### src/slt_pkg.sv
package slt_pkg;

  localparam int MAX_TEXT_BYTES_DEF = 65536;

  localparam logic [5:0] K_VAR     = 6'd0;
  localparam logic [5:0] K_IF      = 6'd1;
  localparam logic [5:0] K_ELSE    = 6'd2;
  localparam logic [5:0] K_TRUE    = 6'd3;
  localparam logic [5:0] K_FALSE   = 6'd4;
  localparam logic [5:0] K_IDENT   = 6'd5;
  localparam logic [5:0] K_TYPE    = 6'd6;
  localparam logic [5:0] K_NUMBER  = 6'd7;
  localparam logic [5:0] K_STRING  = 6'd8;
  localparam logic [5:0] K_LPAREN  = 6'd9;
  localparam logic [5:0] K_RPAREN  = 6'd10;
  localparam logic [5:0] K_LBRACE  = 6'd11;
  localparam logic [5:0] K_RBRACE  = 6'd12;
  localparam logic [5:0] K_LBRACK  = 6'd13;
  localparam logic [5:0] K_RBRACK  = 6'd14;
  localparam logic [5:0] K_COMMA   = 6'd15;
  localparam logic [5:0] K_SEMI    = 6'd16;
  localparam logic [5:0] K_COLON   = 6'd17;
  localparam logic [5:0] K_ASSIGN  = 6'd18;
  localparam logic [5:0] K_DEFINE  = 6'd19;
  localparam logic [5:0] K_EQ      = 6'd20;
  localparam logic [5:0] K_NE      = 6'd21;
  localparam logic [5:0] K_LT      = 6'd22;
  localparam logic [5:0] K_GT      = 6'd23;
  localparam logic [5:0] K_LE      = 6'd24;
  localparam logic [5:0] K_GE      = 6'd25;
  localparam logic [5:0] K_PLUS    = 6'd26;
  localparam logic [5:0] K_MINUS   = 6'd27;
  localparam logic [5:0] K_STAR    = 6'd28;
  localparam logic [5:0] K_SLASH   = 6'd29;
  localparam logic [5:0] K_AND     = 6'd30;
  localparam logic [5:0] K_OR      = 6'd31;
  localparam logic [5:0] K_NOT     = 6'd32;
  localparam logic [5:0] K_UNKNOWN = 6'd33;

  typedef struct packed {
    logic        is_token;
    logic [5:0]  kind;
    logic [15:0] offset;
    logic [16:0] length;
    logic [15:0] line;
    logic [15:0] column;
    logic [16:0] number;
    logic        unterm;
    logic        eot;
  } result_t;

  // up to three results caused by one byte
  typedef struct packed {
    logic [1:0]        count;
    result_t [2:0]     res;
  } bundle_t;

endpackage

### src/slt_front.sv
module slt_front #(
  parameter int MAX_TEXT_BYTES = slt_pkg::MAX_TEXT_BYTES_DEF
) (
  input  logic             clk,
  input  logic             rst,
  input  logic             accept,
  input  logic [7:0]       text_byte,
  input  logic             last_byte,
  output slt_pkg::bundle_t bundle
);

  localparam int PW = $clog2(MAX_TEXT_BYTES);
  localparam int CW = $clog2(MAX_TEXT_BYTES + 1);
  localparam logic [CW-1:0] CNT_MAX = CW'(MAX_TEXT_BYTES);
  localparam logic [PW-1:0] POS_MAX = PW'(MAX_TEXT_BYTES - 1);

  typedef enum logic [3:0] {
    MODE_IDLE, MODE_IDENT, MODE_INT, MODE_FRAC, MODE_ESIGN, MODE_EDIG,
    MODE_STR, MODE_ESC, MODE_PEND, MODE_CMT
  } mode_t;

  mode_t           mode, mode_next;
  logic [7:0]      pending_char, pending_char_next;
  logic [PW-1:0]   token_start, token_start_next;
  logic [CW-1:0]   token_len_count, token_len_count_next;
  logic [15:0]     token_start_column, token_start_column_next;
  logic [4:0][7:0] keyword_prefix, keyword_prefix_next;
  logic            starts_upper, starts_upper_next;
  logic [PW-1:0]   byte_position, byte_position_next;
  logic [15:0]     line_count, line_count_next;
  logic [15:0]     column_count, column_count_next;
  logic [CW-1:0]   tokens_emitted, tokens_emitted_next;

  logic            used;
  logic [1:0]      n;
  logic [5:0]      pk;
  logic [2:0]      len3;
  slt_pkg::result_t [2:0] res;

  function automatic logic is_digit(input logic [7:0] c);
    return c >= "0" && c <= "9";
  endfunction

  function automatic logic is_upper(input logic [7:0] c);
    return c >= "A" && c <= "Z";
  endfunction

  function automatic logic id_start(input logic [7:0] c);
    return is_upper(c) || (c >= "a" && c <= "z") || c == "_";
  endfunction

  function automatic logic is_space(input logic [7:0] c);
    return c == " " || (c >= 8'd9 && c <= 8'd13);
  endfunction

  function automatic logic [5:0] single_kind(input logic [7:0] c);
    logic [5:0] k;
    unique case (c)
      "(":     k = slt_pkg::K_LPAREN;
      ")":     k = slt_pkg::K_RPAREN;
      "{":     k = slt_pkg::K_LBRACE;
      "}":     k = slt_pkg::K_RBRACE;
      "[":     k = slt_pkg::K_LBRACK;
      "]":     k = slt_pkg::K_RBRACK;
      ",":     k = slt_pkg::K_COMMA;
      ";":     k = slt_pkg::K_SEMI;
      ":":     k = slt_pkg::K_COLON;
      "=":     k = slt_pkg::K_ASSIGN;
      "<":     k = slt_pkg::K_LT;
      ">":     k = slt_pkg::K_GT;
      "+":     k = slt_pkg::K_PLUS;
      "-":     k = slt_pkg::K_MINUS;
      "*":     k = slt_pkg::K_STAR;
      "/":     k = slt_pkg::K_SLASH;
      "!":     k = slt_pkg::K_NOT;
      default: k = slt_pkg::K_UNKNOWN;
    endcase
    return k;
  endfunction

  // zero when the pair forms no operator
  function automatic logic [5:0] pair_kind(input logic [7:0] p, input logic [7:0] c);
    logic [5:0] k;
    k = '0;
    if (p == ":" && c == "=") k = slt_pkg::K_DEFINE;
    if (p == "=" && c == "=") k = slt_pkg::K_EQ;
    if (p == "!" && c == "=") k = slt_pkg::K_NE;
    if (p == "<" && c == "=") k = slt_pkg::K_LE;
    if (p == ">" && c == "=") k = slt_pkg::K_GE;
    if (p == "&" && c == "&") k = slt_pkg::K_AND;
    if (p == "|" && c == "|") k = slt_pkg::K_OR;
    return k;
  endfunction

  function automatic logic [5:0] ident_kind(input logic [4:0][7:0] kp, input logic [2:0] len,
                                            input logic up);
    logic [5:0] k;
    k = up ? slt_pkg::K_TYPE : slt_pkg::K_IDENT;
    if (len == 3'd3 && kp[0] == "v" && kp[1] == "a" && kp[2] == "r") k = slt_pkg::K_VAR;
    if (len == 3'd2 && kp[0] == "i" && kp[1] == "f") k = slt_pkg::K_IF;
    if (len == 3'd4 && kp[0] == "e" && kp[1] == "l" && kp[2] == "s" && kp[3] == "e")
      k = slt_pkg::K_ELSE;
    if (len == 3'd4 && kp[0] == "t" && kp[1] == "r" && kp[2] == "u" && kp[3] == "e")
      k = slt_pkg::K_TRUE;
    if (len == 3'd5 && kp[0] == "f" && kp[1] == "a" && kp[2] == "l" && kp[3] == "s" &&
        kp[4] == "e")
      k = slt_pkg::K_FALSE;
    return k;
  endfunction

  function automatic logic [CW-1:0] sat_inc(input logic [CW-1:0] v);
    return (v < CNT_MAX) ? v + 1'b1 : v;
  endfunction

  function automatic logic [15:0] inc16(input logic [15:0] v);
    return (v != 16'hFFFF) ? v + 16'd1 : v;
  endfunction

  function automatic slt_pkg::result_t mk(input logic [5:0] kind, input logic [CW-1:0] len,
                                          input logic unterm, input logic [PW-1:0] ts,
                                          input logic [15:0] ln, input logic [15:0] tsc,
                                          input logic [CW-1:0] num);
    slt_pkg::result_t r;
    r.is_token = 1'b1;
    r.kind     = kind;
    r.offset   = 16'(ts);
    r.length   = 17'(len);
    r.line     = ln;
    r.column   = tsc;
    r.number   = 17'(num);
    r.unterm   = unterm;
    r.eot      = 1'b0;
    return r;
  endfunction

  always_comb begin
    mode_next               = mode;
    pending_char_next       = pending_char;
    token_start_next        = token_start;
    token_len_count_next    = token_len_count;
    token_start_column_next = token_start_column;
    keyword_prefix_next     = keyword_prefix;
    starts_upper_next       = starts_upper;
    byte_position_next      = byte_position;
    line_count_next         = line_count;
    column_count_next       = column_count;
    tokens_emitted_next     = tokens_emitted;
    used = 1'b1;
    n    = 2'd0;
    res  = '0;
    len3 = 3'd0;
    pk   = pair_kind(pending_char, text_byte);

    // resolve a held operator byte against this one
    if (mode == MODE_PEND) begin
      if (pending_char == "-" && is_digit(text_byte)) begin
        mode_next = MODE_INT;
      end else if (pk != '0) begin
        token_len_count_next = sat_inc(token_len_count_next);
        column_count_next    = inc16(column_count_next);
        res[n] = mk(pk, token_len_count_next, 1'b0, token_start_next, line_count_next,
                    token_start_column_next, tokens_emitted_next);
        n = n + 2'd1;
        tokens_emitted_next = sat_inc(tokens_emitted_next);
        mode_next = MODE_IDLE;
      end else begin
        res[n] = mk(single_kind(pending_char), token_len_count_next, 1'b0,
                    token_start_next, line_count_next, token_start_column_next,
                    tokens_emitted_next);
        n = n + 2'd1;
        tokens_emitted_next = sat_inc(tokens_emitted_next);
        mode_next = MODE_IDLE;
        used = 1'b0;
      end
    end

    len3 = (token_len_count_next < CW'(8)) ? token_len_count_next[2:0] : 3'd0;
    unique case (mode_next)
      MODE_IDENT: begin
        if (id_start(text_byte) || is_digit(text_byte)) begin
          if (token_len_count_next < CW'(5))
            keyword_prefix_next[token_len_count_next[2:0]] = text_byte;
          token_len_count_next = sat_inc(token_len_count_next);
          column_count_next    = inc16(column_count_next);
        end else begin
          res[n] = mk(ident_kind(keyword_prefix_next, len3, starts_upper_next),
                      token_len_count_next, 1'b0, token_start_next, line_count_next,
                      token_start_column_next, tokens_emitted_next);
          n = n + 2'd1;
          tokens_emitted_next = sat_inc(tokens_emitted_next);
          mode_next = MODE_IDLE;
          used = 1'b0;
        end
      end
      MODE_INT, MODE_FRAC, MODE_ESIGN, MODE_EDIG: begin
        priority if (is_digit(text_byte)) begin
          if (mode_next == MODE_ESIGN) mode_next = MODE_EDIG;
          token_len_count_next = sat_inc(token_len_count_next);
          column_count_next    = inc16(column_count_next);
        end else if (text_byte == "." && mode_next == MODE_INT) begin
          mode_next = MODE_FRAC;
          token_len_count_next = sat_inc(token_len_count_next);
          column_count_next    = inc16(column_count_next);
        end else if ((text_byte == "e" || text_byte == "E") &&
                     (mode_next == MODE_INT || mode_next == MODE_FRAC)) begin
          mode_next = MODE_ESIGN;
          token_len_count_next = sat_inc(token_len_count_next);
          column_count_next    = inc16(column_count_next);
        end else if ((text_byte == "+" || text_byte == "-") && mode_next == MODE_ESIGN) begin
          mode_next = MODE_EDIG;
          token_len_count_next = sat_inc(token_len_count_next);
          column_count_next    = inc16(column_count_next);
        end else begin
          res[n] = mk(slt_pkg::K_NUMBER, token_len_count_next, 1'b0, token_start_next,
                      line_count_next, token_start_column_next, tokens_emitted_next);
          n = n + 2'd1;
          tokens_emitted_next = sat_inc(tokens_emitted_next);
          mode_next = MODE_IDLE;
          used = 1'b0;
        end
      end
      MODE_STR: begin
        token_len_count_next = sat_inc(token_len_count_next);
        column_count_next    = inc16(column_count_next);
        if (text_byte == "\"") begin
          res[n] = mk(slt_pkg::K_STRING, token_len_count_next, 1'b0, token_start_next,
                      line_count_next, token_start_column_next, tokens_emitted_next);
          n = n + 2'd1;
          tokens_emitted_next = sat_inc(tokens_emitted_next);
          mode_next = MODE_IDLE;
        end else if (text_byte == "\\") begin
          mode_next = MODE_ESC;
        end
      end
      MODE_ESC: begin
        token_len_count_next = sat_inc(token_len_count_next);
        mode_next = MODE_STR;
      end
      MODE_CMT: begin
        if (text_byte == 8'h0A) begin
          line_count_next   = inc16(line_count_next);
          column_count_next = 16'd1;
          mode_next = MODE_IDLE;
        end
      end
      default: begin
        if (used && mode_next == MODE_IDLE && n == 2'd0) used = 1'b0;
      end
    endcase

    // byte opens something new
    if (!used) begin
      priority if (is_space(text_byte)) begin
        if (text_byte == 8'h0A) begin
          line_count_next   = inc16(line_count_next);
          column_count_next = 16'd1;
        end else begin
          column_count_next = inc16(column_count_next);
        end
      end else if (text_byte == "#") begin
        mode_next = MODE_CMT;
      end else begin
        token_start_next        = byte_position;
        token_start_column_next = column_count_next;
        token_len_count_next    = CW'(1);
        column_count_next       = inc16(column_count_next);
        priority if (id_start(text_byte)) begin
          keyword_prefix_next    = '0;
          keyword_prefix_next[0] = text_byte;
          starts_upper_next      = is_upper(text_byte);
          mode_next = MODE_IDENT;
        end else if (is_digit(text_byte)) begin
          mode_next = MODE_INT;
        end else if (text_byte == "-" || text_byte == ":" || text_byte == "=" ||
                     text_byte == "!" || text_byte == "<" || text_byte == ">" ||
                     text_byte == "&" || text_byte == "|") begin
          pending_char_next = text_byte;
          mode_next = MODE_PEND;
        end else if (text_byte == "\"") begin
          mode_next = MODE_STR;
        end else begin
          res[n] = mk(single_kind(text_byte), CW'(1), 1'b0, token_start_next,
                      line_count_next, token_start_column_next, tokens_emitted_next);
          n = n + 2'd1;
          tokens_emitted_next = sat_inc(tokens_emitted_next);
          mode_next = MODE_IDLE;
        end
      end
    end

    if (byte_position < POS_MAX) byte_position_next = byte_position + 1'b1;

    // flush and close the text
    if (last_byte) begin
      len3 = (token_len_count_next < CW'(8)) ? token_len_count_next[2:0] : 3'd0;
      unique case (mode_next)
        MODE_IDENT: begin
          res[n] = mk(ident_kind(keyword_prefix_next, len3, starts_upper_next),
                      token_len_count_next, 1'b0, token_start_next, line_count_next,
                      token_start_column_next, tokens_emitted_next);
          n = n + 2'd1;
          tokens_emitted_next = sat_inc(tokens_emitted_next);
        end
        MODE_INT, MODE_FRAC, MODE_ESIGN, MODE_EDIG: begin
          res[n] = mk(slt_pkg::K_NUMBER, token_len_count_next, 1'b0, token_start_next,
                      line_count_next, token_start_column_next, tokens_emitted_next);
          n = n + 2'd1;
          tokens_emitted_next = sat_inc(tokens_emitted_next);
        end
        MODE_STR, MODE_ESC: begin
          res[n] = mk(slt_pkg::K_STRING, token_len_count_next, 1'b1, token_start_next,
                      line_count_next, token_start_column_next, tokens_emitted_next);
          n = n + 2'd1;
          tokens_emitted_next = sat_inc(tokens_emitted_next);
        end
        MODE_PEND: begin
          res[n] = mk(single_kind(pending_char_next), token_len_count_next, 1'b0,
                      token_start_next, line_count_next, token_start_column_next,
                      tokens_emitted_next);
          n = n + 2'd1;
          tokens_emitted_next = sat_inc(tokens_emitted_next);
        end
        default: ;
      endcase
      res[n] = '0;
      res[n].number = 17'(tokens_emitted_next);
      res[n].eot    = 1'b1;
      n = n + 2'd1;
      mode_next               = MODE_IDLE;
      pending_char_next       = '0;
      token_start_next        = '0;
      token_len_count_next    = '0;
      token_start_column_next = 16'd1;
      keyword_prefix_next     = '0;
      starts_upper_next       = 1'b0;
      byte_position_next      = '0;
      line_count_next         = 16'd1;
      column_count_next       = 16'd1;
      tokens_emitted_next     = '0;
    end
  end

  assign bundle.count = n;
  assign bundle.res   = res;

  always_ff @(posedge clk) begin
    if (rst) begin
      mode               <= MODE_IDLE;
      pending_char       <= '0;
      token_start        <= '0;
      token_len_count    <= '0;
      token_start_column <= 16'd1;
      keyword_prefix     <= '0;
      starts_upper       <= 1'b0;
      byte_position      <= '0;
      line_count         <= 16'd1;
      column_count       <= 16'd1;
      tokens_emitted     <= '0;
    end else if (accept) begin
      mode               <= mode_next;
      pending_char       <= pending_char_next;
      token_start        <= token_start_next;
      token_len_count    <= token_len_count_next;
      token_start_column <= token_start_column_next;
      keyword_prefix     <= keyword_prefix_next;
      starts_upper       <= starts_upper_next;
      byte_position      <= byte_position_next;
      line_count         <= line_count_next;
      column_count       <= column_count_next;
      tokens_emitted     <= tokens_emitted_next;
    end
  end

endmodule

### src/slt_queue.sv
module slt_queue (
  input  logic             clk,
  input  logic             rst,
  input  logic             push,
  input  slt_pkg::bundle_t push_data,
  output logic             full,
  input  logic             pop,
  output logic             head_valid,
  output slt_pkg::bundle_t head
);

  localparam int DEPTH = 4;
  localparam int AW    = $clog2(DEPTH);

  slt_pkg::bundle_t mem [DEPTH];
  logic [AW-1:0]    wr_ptr;
  logic [AW-1:0]    rd_ptr;
  logic [AW:0]      fill;

  assign full       = (fill == (AW+1)'(DEPTH));
  assign head_valid = (fill != '0);
  assign head       = mem[rd_ptr];

  always_ff @(posedge clk) begin
    if (push) mem[wr_ptr] <= push_data;
  end

  always_ff @(posedge clk) begin
    if (rst) begin
      wr_ptr <= '0;
      rd_ptr <= '0;
      fill   <= '0;
    end else begin
      if (push) wr_ptr <= wr_ptr + 1'b1;
      if (pop)  rd_ptr <= rd_ptr + 1'b1;
      unique case ({push, pop})
        2'b10:   fill <= fill + 1'b1;
        2'b01:   fill <= fill - 1'b1;
        default: fill <= fill;
      endcase
    end
  end

endmodule

### src/slt_back.sv
module slt_back (
  input  logic              clk,
  input  logic              rst,
  input  logic              head_valid,
  input  slt_pkg::bundle_t  head,
  output logic              pop,
  output logic              token_valid,
  input  logic              token_ready,
  output slt_pkg::result_t  result
);

  logic [1:0] idx;
  logic       load;

  // take the next result once the output register frees up
  assign load = head_valid && (!token_valid || token_ready);
  assign pop  = load && (idx == head.count - 2'd1);

  always_ff @(posedge clk) begin
    if (load) result <= head.res[idx];
  end

  always_ff @(posedge clk) begin
    if (rst) begin
      token_valid <= 1'b0;
      idx         <= '0;
    end else begin
      if (load) begin
        token_valid <= 1'b1;
        idx <= pop ? 2'd0 : idx + 2'd1;
      end else if (token_ready) begin
        token_valid <= 1'b0;
      end
    end
  end

endmodule

### src/script_lexer_tokenizer.sv
// Byte-stream lexer: takes one source byte per request and returns tokens with
// kind, offset, length, line, column and running number, closing each text with an
// end marker that carries the token total. The scanner classifies a byte and updates
// its state as the byte is accepted, so a byte can be taken every cycle; the results it causes
// (none to three) go into a four-entry queue and leave through an output register
// at one per cycle while token_ready holds. Sustained throughput is therefore one byte
// per cycle with a ready receiver, and lower where a byte causes more than one result;
// input stalls only when the queue is full. The first result a byte causes is written
// into the queue when the byte is accepted and then loaded into the output register.
module script_lexer_tokenizer #(
  parameter int MAX_TEXT_BYTES = slt_pkg::MAX_TEXT_BYTES_DEF
) (
  input  logic        clk,
  input  logic        rst,
  input  logic        text_valid,
  output logic        text_ready,
  input  logic [7:0]  text_byte,
  input  logic        last_byte,
  output logic        token_valid,
  input  logic        token_ready,
  output logic        is_token,
  output logic [5:0]  token_kind,
  output logic [15:0] token_offset,
  output logic [16:0] token_length,
  output logic [15:0] token_line,
  output logic [15:0] token_column,
  output logic [16:0] token_index,
  output logic        unterminated_string,
  output logic        end_of_text
);

  slt_pkg::bundle_t bundle;
  slt_pkg::bundle_t head;
  slt_pkg::result_t result;
  logic             full;
  logic             accept;
  logic             head_valid;
  logic             pop;

  assign text_ready = !full;
  assign accept     = text_valid && text_ready;

  slt_front #(
    .MAX_TEXT_BYTES(MAX_TEXT_BYTES)
  ) u_front (
    .clk       (clk),
    .rst       (rst),
    .accept    (accept),
    .text_byte (text_byte),
    .last_byte (last_byte),
    .bundle    (bundle)
  );

  slt_queue u_queue (
    .clk        (clk),
    .rst        (rst),
    .push       (accept && (bundle.count != 2'd0)),
    .push_data  (bundle),
    .full       (full),
    .pop        (pop),
    .head_valid (head_valid),
    .head       (head)
  );

  slt_back u_back (
    .clk         (clk),
    .rst         (rst),
    .head_valid  (head_valid),
    .head        (head),
    .pop         (pop),
    .token_valid (token_valid),
    .token_ready (token_ready),
    .result      (result)
  );

  assign is_token            = result.is_token;
  assign token_kind          = result.kind;
  assign token_offset        = result.offset;
  assign token_length        = result.length;
  assign token_line          = result.line;
  assign token_column        = result.column;
  assign token_index         = result.number;
  assign unterminated_string = result.unterm;
  assign end_of_text         = result.eot;

endmodule

### config.mk
export PLATFORM = sky130hd
export DESIGN_NAME = script_lexer_tokenizer
export DESIGN_NICKNAME = d
export VERILOG_FILES = /design/src/slt_pkg.sv /design/src/slt_front.sv /design/src/slt_queue.sv /design/src/slt_back.sv /design/src/script_lexer_tokenizer.sv
export SDC_FILE = /design/constraint.sdc
export NUM_CORES = 2
export LEC_CHECK = 0
export BUFFER_PORTS_ARGS = -buffer_cell sky130_fd_sc_hd__buf_4
export CAP_MARGIN = 20
export CELL_PAD_IN_SITES_DETAIL_PLACEMENT = 0
export CELL_PAD_IN_SITES_GLOBAL_PLACEMENT = 1
export CORE_ASPECT_RATIO = 2
export CORE_MARGIN = 2
export CORE_UTILIZATION = 40
export DETAILED_ROUTE_END_ITERATION = 10
export GPL_TIMING_DRIVEN = 1
export HOLD_SLACK_MARGIN = 0.06
export PLACE_DENSITY_LB_ADDON = 0.1
export SLEW_MARGIN = 20
export SYNTH_ARGS = -nofsm -noshare
export SYNTH_HDL_FRONTEND = slang
export SYNTH_SLANG_ARGS = --single-unit
export TNS_END_PERCENT = 10
### constraint.sdc
create_clock -name clk -period 17.8 [get_ports clk]
set_input_delay 1.78 -clock clk [delete_from_list [all_inputs] [get_ports clk]]
set_output_delay 1.78 -clock clk [all_outputs]
set_load 0.01 [all_outputs]
==> results.cfg <==
[clocking]
clockRootBuffer = clkbuf_16
numCtsBuffers = 119
clock_sinks = 1370
htree_levels = 3
worstSkewPairLatency_ns = 0.74
clkTransAtPathRegs_ns = 0.06
cts-resized-gates = 0
cts_setup_buffers = 0
postCtsHoldBufs = 0
cts_tree = built
clock_path_buffers = 3

[yosys]
syn_area_um2 = 66000
syn_inst = 5123
avgSynthCellArea_um2 = 12.9
ys.warnings.count = 0
synth_top_area_cell = edfxtp_1
yosys.area.top_type_share_pct = 54.2
syn-num-nets = 5169
synth_enable_flop_cells = 1191
synthArstFlopShare_pct = 0
yosys_register_bits = 1370
synth_area_leaders = edfxtp_1 (54%), mux4_2 (9.4%), dfxtp_1 (5.4%), nor2_1 (3.1%), nand2_1 (2.2%)
synth_cell_type_count = 127
synthFlopType = edfxtp_1
ys_seq_area_share_pct = 59.6

[timing]
rsz0062_at_grt = no
maxSlewHeadroom_pct = 21.7
setup_tns_ns = 0
period_share_pct = 53.4
skew_ns = 0.0377
slew_violations = 0
hold_viol = 0
worst_pin_slew_ns = 1.17
fmax_mhz = 105
finalCriticalPeriod_ns = 9.50
setup_viol = 0
worst_slack_ns = 8.30

[drt]
ant_nets = 0
drt-vias-per-instance = 6.23
vias = 45800
avgRoutedWirePerCell_um = 32.5
drc = 0
firstDrtPassIters = 6
drt_wl_total_mm = 239
drtIter0Drc = 3528

[die]
ios = 106
dieArea_um2 = 168000
initial_core_util_pct = 40.3
die_h_um = 578
dieWidth_um = 291
fp-row-count = 210
core_um2 = 164000

[setup_path]
crit_top_cell = buf_4
crit_chain = buf_4, and4bb_2, nand4_4, nand2_2, buf_4, inv_2, a31oi_1, o31a_1, nor3_2, buf_4, xor2_1, inv_1, ha_1, nor2_1, a21oi_1, ha_1, mux2i_1, nor2_1, nor2_1, and2_4, buf_4, buf_4
ff2ff_setup_slack_ns = 8.84
worst-endpoint-arrival_ns = 9.85
slowest_stage = and2_4
crit_required_ns = 18.15
critical-path-max-stage-delay_ns = 0.87
path_max_fanout = 59
path_class = input port to flop
cp-start-kind = input port
critPathCaptureType = flop

[pwr]
power.density_nw_per_um2 = 129
irDropWorstVdd_mv = 0.0980
p_leak_uw = 0.0230
p_total_uw = 9430

[min_path]
hp-class = flop to flop

[placement]
hpwl_mm = 164
dpl-instance-area_um2 = 69300
dp_slack_ns = 7.61
portBuffers = 105
place_congestion = 0.976

[grt]
grt_overflow = 0
grt_util_met3_pct = 3.53
globalRouteTotalUtil_pct = 28.1
grt_start_max_net_pins = 120
grt_pass1_wl_mm = 341
busiest_layer = met2
grt_pass1_vias = 46700
met1_usage_pct = 30.2
antenna_found_initial = 2
gr-usage-met2_pct = 50.6

[final_layout]
finalNetCount = 5176
drive_above_1_share_pct = 16.7
area_growth_pct = 11.1
stdcell_area_um2 = 73300

[run]
drv_cap = 0

[status]
status = finished, final reports clean
-- flip-flops by register name (all words and copies together) (netlist names), named ones only --
signal / flops
u_front.tokens_emitted: 17
u_queue.rd_ptr: 2
u_front.column_count: 16
u_queue.fill: 3
u_front.token_start: 16
u_queue.mem: 1100
u_front.token_start_column: 16
u_back.result: 91
u_front.line_count: 16
u_front.keyword_prefix: 40
u_back.token_valid: 1
u_queue.wr_ptr: 2
u_front.mode: 4
u_front.pending_char: 8
u_front.byte_position: 16
u_front.token_len_count: 17
u_back.idx: 2
u_front.starts_upper: 1
-- cell usage in the layout (no fill, tap or decap), types with 24 or more instances in the layout --
cell type and count:
a211oi_1 32, a21oi_1 208, a22oi_1 181, a31oi_1 47
and2_1 24, and3_1 54, buf_4 239, clkbuf_1 26
clkbuf_16 121, dfxtp_1 175, edfxtp_1 1191, ha_1 32
inv_1 59, mux2i_1 117, mux4_2 275, nand2_1 388
nand2b_1 37, nand3_1 156, nand4_1 68, nor2_1 547
nor3_1 96, nor4_1 36, o211ai_1 33, o21ai_0 219
o22ai_1 37, o31ai_1 24, or3_1 35, xnor2_1 82
xor2_1 61
-- layout make-up --
type | instances | area (um^2)
multi-input cells | 3329 | 25100
fillers | 14900 | 90400
repair buffers | 245 | 1910
flip-flops and latches | 1370 | 39400
diodes | 2 | 5.00
inverters | 65 | 246
clock buffers | 167 | 3400
well taps | 2120 | 2650
clock inverters | 55 | 613
-- metal layers --
metal | part of all wire (%) | wire length [um]
met1 | 35 | 83900
met2 | 52 | 124000
met3 | 4.7 | 11300
met4 | 8.5 | 20300
met5 | 0 | 0
-- worst max-delay path, delay by kind of cell --
| kind | cells | cell delay (ns) |
|---|---|---|
| adders and majority gates | 2 | 0.57 |
| buffers and inverters | 7 | 3.19 |
| and+or+nand+nor | 8 | 2.30 |
| muxes | 1 | 0.37 |
| AOI/OAI and AO/OA | 3 | 0.93 |
| xor gates and xnor gates | 1 | 0.44 |
-- final timing paths --
path                                                  from                    endpoint  depth (start not counted)
worst max-delay path                          text_byte[4]         u_queue.mem[0][189]                         22
worst min-delay path            u_front.keyword_prefix[23]  u_front.keyword_prefix[23]                          1
worst max register to register     u_front.pending_char[3]         u_queue.mem[0][189]                         21
worst min register to register  u_front.keyword_prefix[23]  u_front.keyword_prefix[23]                          1
-- where the power goes --
part / internal (uW) / switching, uW
combinational: 880 / 1500
sequential: 4190 / 160
clock: 1480 / 1220
total: 6550 / 2880
-- cell families (layout without fill, tap and decap cells) --
kind of cell / Yosys count / in the layout / share of synthesized area (%)
other cells: 0 / 2 / 0
mux: 407 / 407 / 11.4
buf+inv: 424 / 532 / 2.58
fa+ha+maj: 33 / 33 / 0.637
flops: 1370 / 1370 / 59.6
simple gates: 1648 / 1648 / 12.4
compound gates: 1091 / 1091 / 11.3
xor+xnor: 150 / 150 / 2.05
-- synth_stat cells, types with 20 or more instances --
library cell and count:
edfxtp_1 1191, nor2_1 553, nand2_1 393, mux4_2 275, clkbuf_1 258, o21ai_0 222, a21oi_1 210, a22oi_1 181
dfxtp_1 179, nand3_1 156, mux2i_1 117, nor3_1 97, xnor2_1 84, nand4_1 68, xor2_1 61, inv_1 60
buf_1 57, and3_1 54, a31oi_1 47, nand2b_1 37, nor4_1 37, o22ai_1 37, or3_1 35, a211oi_1 33
o211ai_1 33, buf_2 32, ha_1 32, and2_1 28, o21ai_1 27, o31ai_1 24, a22o_1 22, a21o_1 20
-- through the flow --
step | hold slack (ns) | cells | utilization (%)
after floorplan | 0.460 | 5123 | -
after CTS | 0.508 | 7351 | 44.8
after global placement | 0.482 | 7128 | 42.3
after detailed placement | 0.492 | 7129 | 42.3
after global routing | 0.524 | 7352 | 44.8
final | 0.503 | 7353 | 44.8
Power figures use the tool's default switching activity.
